$ cat src/rtl/acbs_pkg.sv
// Shared types, widths and constants of the assist-control breath sequencer.
package acbs_pkg;

   // Minute length in milliseconds and the widths that follow from it
   localparam int MS_PER_MINUTE  = 60000;
   localparam int PERIOD_W       = $clog2(MS_PER_MINUTE + 1);
   localparam int RATE_W         = 6;
   localparam int INSP_W         = 14;
   localparam int PAUSE_W        = 13;
   localparam int TIMER_BITS_DEF = 16;

   // Streaming and register port widths
   localparam int REQ_DATA_W = 8;
   localparam int RSP_DATA_W = 16;
   localparam int CSR_ADDR_W = 2;
   localparam int CSR_DATA_W = 14;

   // Register indexes of the configuration port
   typedef enum logic [CSR_ADDR_W-1:0] {
      CSR_MODE  = 2'd0,
      CSR_RATE  = 2'd1,
      CSR_INSP  = 2'd2,
      CSR_PAUSE = 2'd3
   } csr_index_type;

   // Request kinds carried in tuser
   localparam logic OP_TICK  = 1'b0;
   localparam logic OP_START = 1'b1;

   // Breath states as reported on the result channel
   typedef enum logic [3:0] {
      SEQ_IDLE        = 4'd0,
      SEQ_INS_START   = 4'd1,
      SEQ_INS         = 4'd2,
      SEQ_PAUSE_START = 4'd3,
      SEQ_PAUSE       = 4'd4,
      SEQ_INS_DONE    = 4'd5,
      SEQ_EXP_START   = 4'd6,
      SEQ_EXP         = 4'd7,
      SEQ_EXP_DONE    = 4'd8
   } seq_code_type;

   // Phase codes
   localparam logic [1:0] PHASE_NONE = 2'd0;
   localparam logic [1:0] PHASE_INS  = 2'd1;
   localparam logic [1:0] PHASE_EXP  = 2'd2;

   // Commands from the control sequencer to the transition walker
   typedef struct packed {
      logic go;
      logic arm;
      logic cyc;
      logic trig;
      logic force_exp;
   } chain_ctrl_type;

   typedef struct packed {
      logic done;
   } chain_stat_type;

endpackage

$ cat src/rtl/acbs_divider.sv
// Restoring divider: minute length over the breath rate, one quotient bit per cycle.
module acbs_divider (
   input  logic                                clock,
   input  logic                                reset,
   input  logic                                start,
   input  logic [acbs_pkg::RATE_W-1:0]         divisor,
   output logic                                done,
   output logic [acbs_pkg::PERIOD_W-1:0]       quotient
);

   localparam int QW = acbs_pkg::PERIOD_W;
   localparam int RW = acbs_pkg::RATE_W;
   localparam int CW = $clog2(QW + 1);

   logic [RW-1:0] div_ff, div_in;
   logic [RW-1:0] rem_ff, rem_in;
   logic [QW-1:0] quo_ff, quo_in;
   logic [CW-1:0] cnt_ff, cnt_in;
   logic          busy_ff, busy_in;
   logic          done_ff, done_in;
   logic [RW:0]   trial;
   logic          ge;

   // Shift in the next dividend bit and try the subtraction
   always_comb begin
      trial = {rem_ff, quo_ff[QW-1]};
      ge    = (trial >= {1'b0, div_ff});
      div_in  = div_ff;
      rem_in  = rem_ff;
      quo_in  = quo_ff;
      cnt_in  = cnt_ff;
      busy_in = busy_ff;
      done_in = 1'b0;
      if (start) begin
         div_in  = divisor;
         rem_in  = '0;
         quo_in  = QW'(acbs_pkg::MS_PER_MINUTE);
         cnt_in  = '0;
         busy_in = 1'b1;
      end else if (busy_ff) begin
         rem_in = ge ? RW'(trial - {1'b0, div_ff}) : RW'(trial);
         quo_in = {quo_ff[QW-2:0], ge};
         cnt_in = cnt_ff + CW'(1);
         if (cnt_ff == CW'(QW - 1)) begin
            busy_in = 1'b0;
            done_in = 1'b1;
         end
      end
   end

   always_ff @(posedge clock) begin
      if (reset) begin
         busy_ff <= 1'b0;
         done_ff <= 1'b0;
         cnt_ff  <= '0;
      end else begin
         busy_ff <= busy_in;
         done_ff <= done_in;
         cnt_ff  <= cnt_in;
      end
      div_ff <= div_in;
      rem_ff <= rem_in;
      quo_ff <= quo_in;
   end

   assign done     = done_ff;
   assign quotient = quo_ff;

endmodule

$ cat src/rtl/acbs_chain.sv
// Breath state walker: one state action per cycle through a shared timeout comparator.
module acbs_chain #(
   parameter int TIMER_BITS = acbs_pkg::TIMER_BITS_DEF
) (
   input  logic                              clock,
   input  logic                              reset,
   input  acbs_pkg::chain_ctrl_type          ctrl,
   input  logic [acbs_pkg::INSP_W-1:0]       inspire_ms,
   input  logic [acbs_pkg::PAUSE_W-1:0]      pause_ms,
   input  logic [acbs_pkg::PERIOD_W-1:0]     expire_ms,
   output acbs_pkg::chain_stat_type          stat,
   output acbs_pkg::seq_code_type            seq_state,
   output logic [1:0]                        phase,
   output logic                              pulse_ins,
   output logic                              pulse_pause,
   output logic                              pulse_exp,
   output logic                              trig_kind
);

   localparam int CMP_W = (TIMER_BITS > acbs_pkg::PERIOD_W) ? TIMER_BITS
                                                           : acbs_pkg::PERIOD_W;
   localparam int NSEQ  = 9;

   typedef enum logic {
      CH_WAIT,
      CH_WALK
   } ch_state_type;

   // One-hot mark of a breath state in the visited set
   function automatic logic [NSEQ-1:0] seq_mark(input acbs_pkg::seq_code_type s);
      logic [NSEQ-1:0] m;
      m = '0;
      case (s)
         acbs_pkg::SEQ_IDLE:        m[0] = 1'b1;
         acbs_pkg::SEQ_INS_START:   m[1] = 1'b1;
         acbs_pkg::SEQ_INS:         m[2] = 1'b1;
         acbs_pkg::SEQ_PAUSE_START: m[3] = 1'b1;
         acbs_pkg::SEQ_PAUSE:       m[4] = 1'b1;
         acbs_pkg::SEQ_INS_DONE:    m[5] = 1'b1;
         acbs_pkg::SEQ_EXP_START:   m[6] = 1'b1;
         acbs_pkg::SEQ_EXP:         m[7] = 1'b1;
         acbs_pkg::SEQ_EXP_DONE:    m[8] = 1'b1;
         default:                   m    = '0;
      endcase
      return m;
   endfunction

   ch_state_type            st_ff, st_in;
   acbs_pkg::seq_code_type  seq_ff, seq_in;
   logic [TIMER_BITS-1:0]   timer_ff, timer_in;
   logic [1:0]              phase_ff, phase_in;
   logic                    kind_ff, kind_in;
   logic                    p_ins_ff, p_ins_in;
   logic                    p_pause_ff, p_pause_in;
   logic                    p_exp_ff, p_exp_in;
   logic                    cyc_ff, cyc_in;
   logic                    trig_ff, trig_in;
   logic [NSEQ-1:0]         visited_ff, visited_in;
   logic                    done_ff, done_in;
   logic [CMP_W-1:0]        dur;
   logic                    timeout;
   logic [NSEQ-1:0]         vis_now;

   // Shared comparator: phase timer against the duration of the current state
   always_comb begin
      case (seq_ff)
         acbs_pkg::SEQ_INS:   dur = CMP_W'(inspire_ms);
         acbs_pkg::SEQ_PAUSE: dur = CMP_W'(pause_ms);
         default:             dur = CMP_W'(expire_ms);
      endcase
      timeout = (CMP_W'(timer_ff) >= dur);
   end

   always_comb begin
      st_in      = st_ff;
      seq_in     = seq_ff;
      timer_in   = timer_ff;
      phase_in   = phase_ff;
      kind_in    = kind_ff;
      p_ins_in   = p_ins_ff;
      p_pause_in = p_pause_ff;
      p_exp_in   = p_exp_ff;
      cyc_in     = cyc_ff;
      trig_in    = trig_ff;
      visited_in = visited_ff;
      done_in    = 1'b0;
      vis_now    = visited_ff | seq_mark(seq_ff);
      unique case (st_ff)
         CH_WAIT: begin
            if (ctrl.arm) begin
               // Start of a breath: arm inspiration, drop stale pulses
               seq_in     = acbs_pkg::SEQ_INS_START;
               p_ins_in   = 1'b0;
               p_pause_in = 1'b0;
               p_exp_in   = 1'b0;
            end else if (ctrl.go) begin
               // Millisecond tick: advance the timer, apply the force flag
               if (timer_ff != {TIMER_BITS{1'b1}}) begin
                  timer_in = timer_ff + TIMER_BITS'(1);
               end
               if (ctrl.force_exp && seq_ff != acbs_pkg::SEQ_IDLE &&
                   seq_ff != acbs_pkg::SEQ_EXP) begin
                  seq_in = acbs_pkg::SEQ_EXP_START;
               end
               cyc_in     = ctrl.cyc;
               trig_in    = ctrl.trig;
               visited_in = '0;
               p_ins_in   = 1'b0;
               p_pause_in = 1'b0;
               p_exp_in   = 1'b0;
               st_in      = CH_WALK;
            end
         end
         CH_WALK: begin
            // Run the action of the current state
            case (seq_ff)
               acbs_pkg::SEQ_INS_START: begin
                  timer_in = '0;
                  p_ins_in = 1'b1;
                  phase_in = acbs_pkg::PHASE_INS;
                  seq_in   = acbs_pkg::SEQ_INS;
               end
               acbs_pkg::SEQ_INS: begin
                  if (timeout) begin
                     seq_in = (pause_ms != '0) ? acbs_pkg::SEQ_PAUSE_START
                                               : acbs_pkg::SEQ_INS_DONE;
                  end else if (cyc_ff) begin
                     seq_in = acbs_pkg::SEQ_INS_DONE;
                  end
               end
               acbs_pkg::SEQ_PAUSE_START: begin
                  timer_in   = '0;
                  p_pause_in = 1'b1;
                  seq_in     = acbs_pkg::SEQ_PAUSE;
               end
               acbs_pkg::SEQ_PAUSE: begin
                  if (timeout) begin
                     seq_in = acbs_pkg::SEQ_INS_DONE;
                  end
               end
               acbs_pkg::SEQ_INS_DONE: begin
                  seq_in = acbs_pkg::SEQ_EXP_START;
               end
               acbs_pkg::SEQ_EXP_START: begin
                  timer_in = '0;
                  p_exp_in = 1'b1;
                  phase_in = acbs_pkg::PHASE_EXP;
                  seq_in   = acbs_pkg::SEQ_EXP;
               end
               acbs_pkg::SEQ_EXP: begin
                  if (timeout) begin
                     kind_in = 1'b0;
                     seq_in  = acbs_pkg::SEQ_EXP_DONE;
                  end else if (trig_ff) begin
                     kind_in = 1'b1;
                     seq_in  = acbs_pkg::SEQ_EXP_DONE;
                  end
               end
               acbs_pkg::SEQ_IDLE,
               acbs_pkg::SEQ_EXP_DONE: begin
                  seq_in = seq_ff;
               end
               default: begin
                  seq_in = acbs_pkg::SEQ_IDLE;
               end
            endcase
            visited_in = vis_now;
            // Stop once the chain returns to a state seen in this tick
            if ((vis_now & seq_mark(seq_in)) != '0) begin
               done_in = 1'b1;
               st_in   = CH_WAIT;
            end
         end
         default: st_in = CH_WAIT;
      endcase
   end

   always_ff @(posedge clock) begin
      if (reset) begin
         st_ff      <= CH_WAIT;
         seq_ff     <= acbs_pkg::SEQ_IDLE;
         timer_ff   <= '0;
         phase_ff   <= acbs_pkg::PHASE_NONE;
         kind_ff    <= 1'b0;
         p_ins_ff   <= 1'b0;
         p_pause_ff <= 1'b0;
         p_exp_ff   <= 1'b0;
         done_ff    <= 1'b0;
         visited_ff <= '0;
      end else begin
         st_ff      <= st_in;
         seq_ff     <= seq_in;
         timer_ff   <= timer_in;
         phase_ff   <= phase_in;
         kind_ff    <= kind_in;
         p_ins_ff   <= p_ins_in;
         p_pause_ff <= p_pause_in;
         p_exp_ff   <= p_exp_in;
         done_ff    <= done_in;
         visited_ff <= visited_in;
      end
      cyc_ff  <= cyc_in;
      trig_ff <= trig_in;
   end

   assign stat.done   = done_ff;
   assign seq_state   = seq_ff;
   assign phase       = phase_ff;
   assign pulse_ins   = p_ins_ff;
   assign pulse_pause = p_pause_ff;
   assign pulse_exp   = p_exp_ff;
   assign trig_kind   = kind_ff;

endmodule

$ cat src/rtl/assist_control_breath_sequencer_top.sv
// Top level of the assist-control breath sequencer: ports, settings, control and result beat.
// Start beat: the result waits for the 16-step rate divider.
// Tick beat: the result waits for every state action chained in that millisecond.
// One request is in flight at a time; a new request is taken while the last result waits.
// Synchronous active-high reset: idle state, zero timers and phase, settings 0/12/1000/0.
module assist_control_breath_sequencer_top #(
   parameter int TIMER_BITS = acbs_pkg::TIMER_BITS_DEF
) (
   input  logic                                clock,
   input  logic                                reset,
   // request channel
   input  logic                                req_tvalid,
   output logic                                req_tready,
   input  logic [acbs_pkg::REQ_DATA_W-1:0]     req_tdata,  // cycle_detected, trigger_detected,
                                                           // force_expiration, zero fill
   input  logic                                req_tuser,  // operation
   // result channel
   output logic                                rsp_tvalid,
   input  logic                                rsp_tready,
   output logic [acbs_pkg::RSP_DATA_W-1:0]     rsp_tdata,  // state_code[3:0], phase[5:4],
                                                           // begin_inspiration, begin_pause,
                                                           // begin_expiration, cycle_end,
                                                           // next_trigger_kind, mode_echo,
                                                           // zero fill
   // configuration port
   input  logic                                csr_we,
   input  logic [acbs_pkg::CSR_ADDR_W-1:0]     csr_addr,
   input  logic [acbs_pkg::CSR_DATA_W-1:0]     csr_wdata
);

   typedef enum logic [1:0] {
      ST_IDLE,
      ST_DIVIDE,
      ST_CHAIN,
      ST_DELIVER
   } ctl_state_type;

   localparam int PW = acbs_pkg::PERIOD_W;

   ctl_state_type                    st_ff, st_in;
   logic                             cfg_mode_ff;
   logic [acbs_pkg::RATE_W-1:0]      cfg_rate_ff;
   logic [acbs_pkg::INSP_W-1:0]      cfg_insp_ff;
   logic [acbs_pkg::PAUSE_W-1:0]     cfg_pause_ff;
   logic                             mode_ff, mode_in;
   logic [acbs_pkg::INSP_W-1:0]      insp_ff, insp_in;
   logic [acbs_pkg::PAUSE_W-1:0]     pause_ff, pause_in;
   logic [PW-1:0]                    expire_ff, expire_in;
   logic                             rsp_valid_ff, rsp_valid_in;
   logic [acbs_pkg::RSP_DATA_W-1:0]  rsp_data_ff, rsp_data_in;
   logic                             accept;
   logic                             div_start;
   logic [acbs_pkg::RATE_W-1:0]      rate_eff;
   logic                             div_done;
   logic [PW-1:0]                    period;
   logic [PW-1:0]                    used;
   acbs_pkg::chain_ctrl_type         chain_ctrl;
   acbs_pkg::chain_stat_type         chain_stat;
   acbs_pkg::seq_code_type           seq_state;
   logic [1:0]                       phase;
   logic                             p_ins;
   logic                             p_pause;
   logic                             p_exp;
   logic                             trig_kind;
   logic                             cycle_end;

   // Hold the settings written through the register port
   always_ff @(posedge clock) begin
      if (reset) begin
         cfg_mode_ff  <= 1'b0;
         cfg_rate_ff  <= acbs_pkg::RATE_W'(12);
         cfg_insp_ff  <= acbs_pkg::INSP_W'(1000);
         cfg_pause_ff <= '0;
      end else if (csr_we) begin
         unique case (acbs_pkg::csr_index_type'(csr_addr))
            acbs_pkg::CSR_MODE:  cfg_mode_ff  <= csr_wdata[0];
            acbs_pkg::CSR_RATE:  cfg_rate_ff  <= csr_wdata[acbs_pkg::RATE_W-1:0];
            acbs_pkg::CSR_INSP:  cfg_insp_ff  <= csr_wdata[acbs_pkg::INSP_W-1:0];
            acbs_pkg::CSR_PAUSE: cfg_pause_ff <= csr_wdata[acbs_pkg::PAUSE_W-1:0];
            default: ;
         endcase
      end
   end

   assign req_tready = (st_ff == ST_IDLE);
   assign accept     = req_tvalid && req_tready;
   assign div_start  = accept && (req_tuser == acbs_pkg::OP_START);
   assign rate_eff   = (cfg_rate_ff == '0) ? acbs_pkg::RATE_W'(1) : cfg_rate_ff;

   acbs_divider u_div (
      .clock    (clock),
      .reset    (reset),
      .start    (div_start),
      .divisor  (rate_eff),
      .done     (div_done),
      .quotient (period)
   );

   // Tick commands go straight from the request beat; arm follows the divide
   always_comb begin
      chain_ctrl.go        = accept && (req_tuser == acbs_pkg::OP_TICK);
      chain_ctrl.arm       = (st_ff == ST_DIVIDE) && div_done;
      chain_ctrl.cyc       = req_tdata[0];
      chain_ctrl.trig      = req_tdata[1];
      chain_ctrl.force_exp = req_tdata[2];
   end

   acbs_chain #(
      .TIMER_BITS (TIMER_BITS)
   ) u_chain (
      .clock       (clock),
      .reset       (reset),
      .ctrl        (chain_ctrl),
      .inspire_ms  (insp_ff),
      .pause_ms    (pause_ff),
      .expire_ms   (expire_ff),
      .stat        (chain_stat),
      .seq_state   (seq_state),
      .phase       (phase),
      .pulse_ins   (p_ins),
      .pulse_pause (p_pause),
      .pulse_exp   (p_exp),
      .trig_kind   (trig_kind)
   );

   assign used      = PW'(insp_ff) + PW'(pause_ff);
   assign cycle_end = (seq_state == acbs_pkg::SEQ_EXP_DONE);

   // Control sequencer and result register
   always_comb begin
      st_in        = st_ff;
      mode_in      = mode_ff;
      insp_in      = insp_ff;
      pause_in     = pause_ff;
      expire_in    = expire_ff;
      rsp_valid_in = rsp_valid_ff && !rsp_tready;
      rsp_data_in  = rsp_data_ff;
      unique case (st_ff)
         ST_IDLE: begin
            if (accept) begin
               if (req_tuser == acbs_pkg::OP_START) begin
                  // Latch the breath settings; pause is dropped in pressure mode
                  mode_in  = cfg_mode_ff;
                  insp_in  = cfg_insp_ff;
                  pause_in = cfg_mode_ff ? '0 : cfg_pause_ff;
                  st_in    = ST_DIVIDE;
               end else begin
                  st_in = ST_CHAIN;
               end
            end
         end
         ST_DIVIDE: begin
            if (div_done) begin
               expire_in = (period > used) ? PW'(period - used) : '0;
               st_in     = ST_DELIVER;
            end
         end
         ST_CHAIN: begin
            if (chain_stat.done) begin
               st_in = ST_DELIVER;
            end
         end
         ST_DELIVER: begin
            if (!rsp_valid_ff || rsp_tready) begin
               rsp_valid_in = 1'b1;
               rsp_data_in  = {4'b0000, mode_ff, cycle_end & trig_kind, cycle_end,
                               p_exp, p_pause, p_ins, phase, seq_state};
               st_in        = ST_IDLE;
            end
         end
         default: st_in = ST_IDLE;
      endcase
   end

   always_ff @(posedge clock) begin
      if (reset) begin
         st_ff        <= ST_IDLE;
         mode_ff      <= 1'b0;
         insp_ff      <= '0;
         pause_ff     <= '0;
         expire_ff    <= '0;
         rsp_valid_ff <= 1'b0;
      end else begin
         st_ff        <= st_in;
         mode_ff      <= mode_in;
         insp_ff      <= insp_in;
         pause_ff     <= pause_in;
         expire_ff    <= expire_in;
         rsp_valid_ff <= rsp_valid_in;
      end
      rsp_data_ff <= rsp_data_in;
   end

   assign rsp_tvalid = rsp_valid_ff;
   assign rsp_tdata  = rsp_data_ff;

   // The walker finishes only while the sequencer waits for it
   a_chain_done_in_chain: assert property (@(posedge clock) disable iff (reset)
      chain_stat.done |-> (st_ff == ST_CHAIN))
      else $error("chain finished outside the chain wait");

   // The divider finishes only while a start beat is being worked
   a_div_done_in_divide: assert property (@(posedge clock) disable iff (reset)
      div_done |-> (st_ff == ST_DIVIDE))
      else $error("divider finished outside the divide wait");

   // A spontaneous mark is only reported at the end of a cycle
   a_kind_needs_end: assert property (@(posedge clock) disable iff (reset)
      rsp_tvalid |-> (!rsp_tdata[10] || rsp_tdata[9]))
      else $error("trigger kind set without cycle end");

   // A start beat always reports the inspiration start state with no pulses
   a_start_result: assert property (@(posedge clock) disable iff (reset)
      (st_ff == ST_DIVIDE && div_done) |=>
         (seq_state == acbs_pkg::SEQ_INS_START && !p_ins && !p_pause && !p_exp))
      else $error("start beat left wrong state or a stale pulse");

endmodule
$ cat config.mk
export PLATFORM = sky130hd
export DESIGN_NAME = assist_control_breath_sequencer_top
export DESIGN_NICKNAME = d
export VERILOG_FILES = /design/src/rtl/acbs_pkg.sv /design/src/rtl/acbs_divider.sv /design/src/rtl/acbs_chain.sv /design/src/rtl/assist_control_breath_sequencer_top.sv
export SDC_FILE = /design/constraint.sdc
export NUM_CORES = 1
export LEC_CHECK = 0
export BUFFER_PORTS_ARGS = -buffer_cell sky130_fd_sc_hd__buf_2
export CAP_MARGIN = 10
export CORE_MARGIN = 8
export CORE_UTILIZATION = 25
export DETAILED_ROUTE_END_ITERATION = 16
export SLEW_MARGIN = 5
export SYNTH_ARGS = -nofsm -noshare
export SYNTH_HDL_FRONTEND = slang
export SYNTH_SLANG_ARGS = --single-unit
$ cat constraint.sdc
create_clock -name clock -period 4.27 [get_ports clock]
set_clock_uncertainty 0.1 [all_clocks]
set_input_delay 0.427 -clock clock [delete_from_list [all_inputs] [get_ports clock]]
set_output_delay 0.427 -clock clock [all_outputs]
set_load 0.03 [all_outputs]
======== After elaboration in Yosys (flattened, before gate mapping) ========
Cells that the tools add are included.
word-level totals
  output and inout port bits .............. 18
  logic and storage cells ................. 203
  register bits after elaboration ......... 167
operators by class
  magnitude comparators ................... 3
  add/sub/neg operators ................... 5
  bitwise gates (word level) .............. 7
  muxes and demuxes ....................... 79
  reductions and logical operators ........ 42
  eq/ne operators ......................... 38
operator list
  kind                   number
  $mux 16                5
  $pmux 16 s2            2
  $mux 1                 44
  $mux 4                 9
  $eq 4x3->1 const B     8
  $pmux 4 s8             1
  $reduce_and 2->1       12
  $mux 9                 2
  $pmux 9 s2             1
  $add 16x1->16 const B  1
  $eq 4x2->1 const B     4
  $ge 16x16->1           1
  $gt 16x15->1           1
  $ne 16x16->1 const B   1
  $sub 16x15->16         1
  $add 14x13->15         1
  $ne 2x2->1 const B     7
  $mux 13                1
  $reduce_bool 13->1     1
  $mux 2                 5
  $and 9x9->9            1
  $or 9x9->9             1
  $reduce_and 3->1       3
  $reduce_bool 9->1      1
  other kinds (31)       60

======== Longest topological paths before layout ========
  depth after elaboration ................. 13
  depth in mapped cells ................... 20
  depth with buffers taken out ............ 19

======== Hierarchy ========
From an unflattened synthesis, not the netlist that was laid out.
second synthesis, totals
  cells, all modules ...................... 1053
  area, all modules ....................... 9136.3 um^2
modules (own cells, without submodules)
  module                               area each (um^2)  cells each  times used
  assist_control_breath_sequencer_top  4799.6            567         1
  acbs_chain                           2670.1            319         1
  acbs_divider                         1666.6            167         1

======== Worst setup path before layout ========
OpenSTA, ideal clock, no wires.
  path kind ............................... register -> register
  start ................................... reg insp_ff[0] in the netlist's numbering
  end ..................................... reg expire_ff[10]
  data required time ...................... 4.110 ns
  library setup time ...................... 0.060 ns
  arrival ................................. 4.139 ns
  path slack .............................. -0.028 ns
  cell stages (with the launch flop) ...... 20
  cell sequence ........................... dfxtp_1 > ha_1 > fa_1 > a21o_1 > a21oi_1 > o21bai_1 > a21oi_1 > nor2b_1 > o21a_1 > o31a_1 > o41ai_1 > xor2_1 > ha_1 > o21a_1 > o21ai_0 > o21bai_1 > a211oi_1 > nor4_2 > clkbuf_1 > a22o_1
between the ends
  longest elaborated chain between the ends .. 3
  elaborated cells on any way between the ends .. 4
  classes of those cells .................. 2 x add/sub; 1 x order compare; 1 x mux
ends and longest elaborated chain
  item                                            line                                        text
  start, declared                                 assist_control_breath_sequencer_top.sv:46   logic [acbs_pkg::INSP_W-1:0] insp_ff, insp_in;
  start signal, assigned                          assist_control_breath_sequencer_top.sv:186  insp_ff <= insp_in;
  $add 14x13->15 *                                assist_control_breath_sequencer_top.sv:126  assign used = PW'(insp_ff) + PW'(pause_ff);
  $sub 16x15->16 or $gt 16x15->1 (tied branches)  assist_control_breath_sequencer_top.sv:154  expire_in = (period > used) ? PW'(period - used) : '0;
  $mux 16 *                                       assist_control_breath_sequencer_top.sv:154
  end signal, assigned                            assist_control_breath_sequencer_top.sv:188  expire_ff <= expire_in;
  end, declared                                   assist_control_breath_sequencer_top.sv:48   logic [PW-1:0] expire_ff, expire_in;
Every way passes the cells marked *; elsewhere a longest branch is shown, timed or not.
A chain may end at the register's enable or synchronous reset.

======== Worst setup path in the final report ========
Same ends and word-level chain as after synthesis.

==> impl_summary.log <==
[metrics] vias in the first global route: about 6600
[metrics] Crit-path slowest cell: sky130_fd_sc_hd__o31a_1
[metrics] Mean Syn Cell Area: ~8.7 um2
[metrics] P per Cell Area: 508.8 nW/um2
[metrics] number of iterations in the first detailed-routing pass: 4
[metrics] register bit count reported by yosys: 167
[metrics] fraction of final layout cells with drive strength greater than 1: 0.1357
[metrics] unrepaired setup endpoints after global routing: yes
[metrics] overall die width: between 200 and 250 um
[metrics] maximum cell stage delay along the critical path: approximately 0.35 ns
[metrics] initial antenna violation count: 0
[metrics] initial cell density of the core: 0.2544
[metrics] headroom to the max-slew limit: 0.2897
[metrics] average wire length per cell after detail routing: ~13 um
[metrics] Period minus WS final: roughly 4.2 ns
[metrics] Crit. path cell count: 19
[metrics] sw frac: 0.3528
[metrics] final setup TNS: 0 ns
[metrics] layout net count: 1116
[metrics] Critical R2R Launch: insp_ff[0]$_SDFFE_PP0P_
[metrics] count of routing violations after the opening detailed-route iteration: 310
[metrics] PnR Total Power: ~5.1 mW
[metrics] count of input and output buffers: 38
[metrics] Worst Hold Path Cells: 1
[metrics] number of synthesized flops with an enable pin: 20
[metrics] Final WS setup: roughly 0.063 ns
[metrics] cell family with most CP delay: compound AO/OA/AOI/OAI gates
[metrics] final non-filler cell area: between 10000 and 15000 um2
[metrics] maximum operating frequency: roughly 240 MHz
[metrics] depth of the worst register-to-register path: 19
[metrics] worst path arrival time: 4.42 ns
[metrics] final weighted congestion of routability-driven global placement: between 0.8 and 0.9
[metrics] overall track demand over capacity in global routing: 0.09730
[metrics] share of power burned in registers: 0.368
[metrics] num rows: 67
[metrics] launching element of the worst setup path: insp_ff[0]$_SDFFE_PP0P_
[metrics] Worst-path clk slew: around 0.070 ns
[metrics] chain of cells forming the critical path: ha_4, fa_2, a21o_1, a21oi_2, o21bai_1, a21oi_2, nor2b_1, o21a_1, o31a_1, o41ai_4, xor2_1, ha_2, or3_4, a211oi_2, o21bai_2, a211oi_2, nor4_4, buf_4, a22o_1
[metrics] clock share of power: 0.291
[metrics] Final Cycle Share: 0.9851
[metrics] YS warnings: 0
[metrics] Final Core Density: 0.3012
[metrics] library cell used as clock root buffer: sky130_fd_sc_hd__clkbuf_16
[metrics] # IOs: 48
[metrics] cell taking the most area after synthesis: sky130_fd_sc_hd__dfxtp_1
[metrics] switching power: around 1.8 mW
[metrics] category of the worst setup path launch point: flip-flop
[metrics] overall die height: between 200 and 250 um
[metrics] count of endpoints failing hold in the final timing report: 0
[metrics] Max FO, Critical Path: 6
[metrics] reg-to-reg setup timing slack: ~0.063 ns
[metrics] total internal power: around 3.3 mW
[metrics] required time of the worst setup path: 4.49 ns
[metrics] Final HPWL DP: between 10000 and 15000 um
[metrics] buffers and inverters on the worst path: 1
[metrics] full die area: 40280 um2
[metrics] TritonCTS clock tree: built
[metrics] vias post-DR: 6852
[metrics] top-count cell post-synth: sky130_fd_sc_hd__dfxtp_1
[metrics] leakage power of the design: 3.958 nW
[metrics] H-tree depth: 4
[metrics] global-route wire length before repair: 32620 um
[metrics] part of the total power dissipated in combinational logic: 0.340
[metrics] synth cell count leaders: sky130_fd_sc_hd__dfxtp_1 (147), sky130_fd_sc_hd__nand2_1 (144), sky130_fd_sc_hd__a21oi_1 (112), sky130_fd_sc_hd__nor2_1 (77), sky130_fd_sc_hd__ha_1 (57)
[metrics] number of remaining DRC errors: 0
[metrics] via density per instance: ~4.6
[metrics] fraction of synthesis flops using an asynchronous set or reset pin: 0
[metrics] DP Area: about 9400 um2
[metrics] post-synthesis instance area: 8529 um2
[metrics] Max Transition Viols Final: 0
[metrics] number of routed nets with antenna violations: 0
[metrics] worst slack, placed: -0.1369 ns
[metrics] insertion delay of the later-clocked pin in the worst-skew pair: between 0.4 and 0.5 ns
[metrics] portion of the post-synthesis area used by sequential elements: 0.4154
[metrics] count of maximum capacitance violations: 0
[metrics] number of instances in the synthesized netlist: 977
[metrics] clock sink count: 167
[metrics] Netlist cell types: 63
[metrics] number of buffers between clock root and the deepest sink: 2
[metrics] DRT Wirelength: 19790 um
[metrics] setup violation total in the final timing report: 0
[metrics] result of the run: complete, no violations
[metrics] classification of the worst-slack hold path: in2reg
[metrics] worst min-delay path startpoint: req_tdata[0]
[metrics] share of the synthesized area in the top cell type: 0.3450
[metrics] top cells by area in the synthesized netlist: sky130_fd_sc_hd__dfxtp_1 (35%), sky130_fd_sc_hd__ha_1 (8.4%), sky130_fd_sc_hd__edfxtp_1 (7.0%)
[metrics] Antenna Diode Count: 0
[metrics] largest net degree at the start of global routing: 79
[metrics] Worst Max-Slew Pin Slew: 1.062 ns
[metrics] total CTS buffers: 17
[metrics] Floorplan Core Area: approximately 34000 um2
[metrics] Crit Path Class: reg2reg
[metrics] layout overhead on the synthesized area: 18.42%
[metrics] Main synth FF type: sky130_fd_sc_hd__dfxtp_1
[metrics] maximum vdd drop: roughly 0.30 mV
[metrics] crit end category: flip-flop
[metrics] overflow left after global routing: 0
-- placed cells by master, fill, tap and decap left out, drive strengths merged, types with 13 or more instances in the layout --
master | synthesis | routed
inv | 40 | 45
nor2b | 13 | 13
xnor2 | 20 | 20
nand3b | 21 | 21
a22o | 27 | 27
nand2 | 144 | 144
nor2 | 78 | 78
edfxtp | 20 | 20
clkbuf | 43 | 17
dfxtp | 147 | 147
nor3 | 18 | 18
mux2i | 31 | 31
xor2 | 19 | 19
ha | 57 | 57
a21oi | 112 | 112
o21ai | 26 | 26
buf | 10 | 80
-- final timing paths --
check | end
min reg2reg | rsp_tdata[8]$_DFFE_PP_
min | u_chain.cyc_ff$_DFFE_PP_
max reg2reg | expire_ff[10]$_SDFFE_PP0P_
max | expire_ff[10]$_SDFFE_PP0P_
-- per-layer routing --
layer,global-route usage,wire length [um],share of wire,vias up
met5,0,0,0,-
met4,0.03706,407,0.021,0
met3,0.02162,799,0.040,26
met2,0.1580,9061,0.46,124
met1,0.1244,9518,0.48,3172
li1,-,-,-,3530
-- power groups by stage --
stage	combinational (mW)	sequential (mW)	clock [mW]
final	1.75	1.89	1.50
after global routing	1.94	1.92	1.60
after CTS	1.70	1.89	1.54
after detailed placement	1.67	1.93	0
after global placement	1.65	1.92	0
after floorplan	1.27	1.90	0
-- cell families (layout without fill, tap and decap cells) --
| logic type | Yosys count | in the layout | share of synthesized area |
|---|---|---|---|
| AND/OR/NAND/NOR | 351 | 351 | 0.1958 |
| adder cells (fa/ha/maj) | 60 | 60 | 0.09066 |
| other | 1 | 4 | 0.0004397 |
| multiplexers | 32 | 32 | 0.03770 |
| AO/OA/AOI/OAI | 234 | 234 | 0.1768 |
| buffers and inverters | 93 | 152 | 0.04313 |
| XOR/XNOR | 39 | 39 | 0.04005 |
| flip-flops | 167 | 167 | 0.4154 |
-- repair_timing --
action                                  in CTS  in global routing
hold buffers                                 0                  0
endpoints found under the setup margin      16                 18
pin swaps                                    5                 11
setup buffers                                2                  5
resized for setup                            6                 14
-- final cells by class --
type / instances / area (um2)
Sequential cell: 167 / 3546
Inverter: 40 / 150.1
Timing Repair Buffer: 80 / 543.0
Tap cell: 448 / 560.5
Clock buffer: 17 / 425.4
Clock inverter: 15 / 145.1
Fill cell: 3582 / 23430
Multi-Input combinational cell: 720 / 4731
-- sequential cells by signal (all words and copies together) (netlist names), 4 cells and up --
name / flops
u_div.div_ff: 6
cfg_pause_ff: 13
u_div.quotient: 16
u_div.cnt_ff: 5
u_chain.seq_state: 4
u_chain.timer_ff: 16
u_chain.visited_ff: 9
u_div.rem_ff: 6
pause_ff: 13
rsp_tdata: 12
cfg_rate_ff: 6
cfg_insp_ff: 14
expire_ff: 16
insp_ff: 14
-- worst reg2reg max path, cell delays in order (launching register included) --
cell                       delay [ns]
sky130_fd_sc_hd__dfxtp_2         0.34
sky130_fd_sc_hd__ha_4            0.16
sky130_fd_sc_hd__fa_2            0.33
sky130_fd_sc_hd__a21o_1          0.17
sky130_fd_sc_hd__a21oi_2         0.14
sky130_fd_sc_hd__o21bai_1        0.11
sky130_fd_sc_hd__a21oi_2         0.17
sky130_fd_sc_hd__nor2b_1         0.06
sky130_fd_sc_hd__o21a_1          0.18
sky130_fd_sc_hd__o31a_1          0.35
sky130_fd_sc_hd__o41ai_4         0.25
sky130_fd_sc_hd__xor2_1          0.12
sky130_fd_sc_hd__ha_2            0.19
sky130_fd_sc_hd__or3_4           0.33
sky130_fd_sc_hd__a211oi_2        0.22
sky130_fd_sc_hd__o21bai_2        0.11
sky130_fd_sc_hd__a211oi_2        0.31
sky130_fd_sc_hd__nor4_4          0.11
sky130_fd_sc_hd__buf_4           0.17
sky130_fd_sc_hd__a22o_1          0.18
-- stage by stage --
step | cells | hold WS, ns
final | 1487 | 0.06110
after floorplan | 980 | 0.3029
after global placement | 1448 | 0.3149
after global routing | 1487 | 0.04031
after CTS | 1482 | 0.04476
after detailed placement | 1448 | 0.3225
No activity file was read; power rests on OpenSTA's default activity.
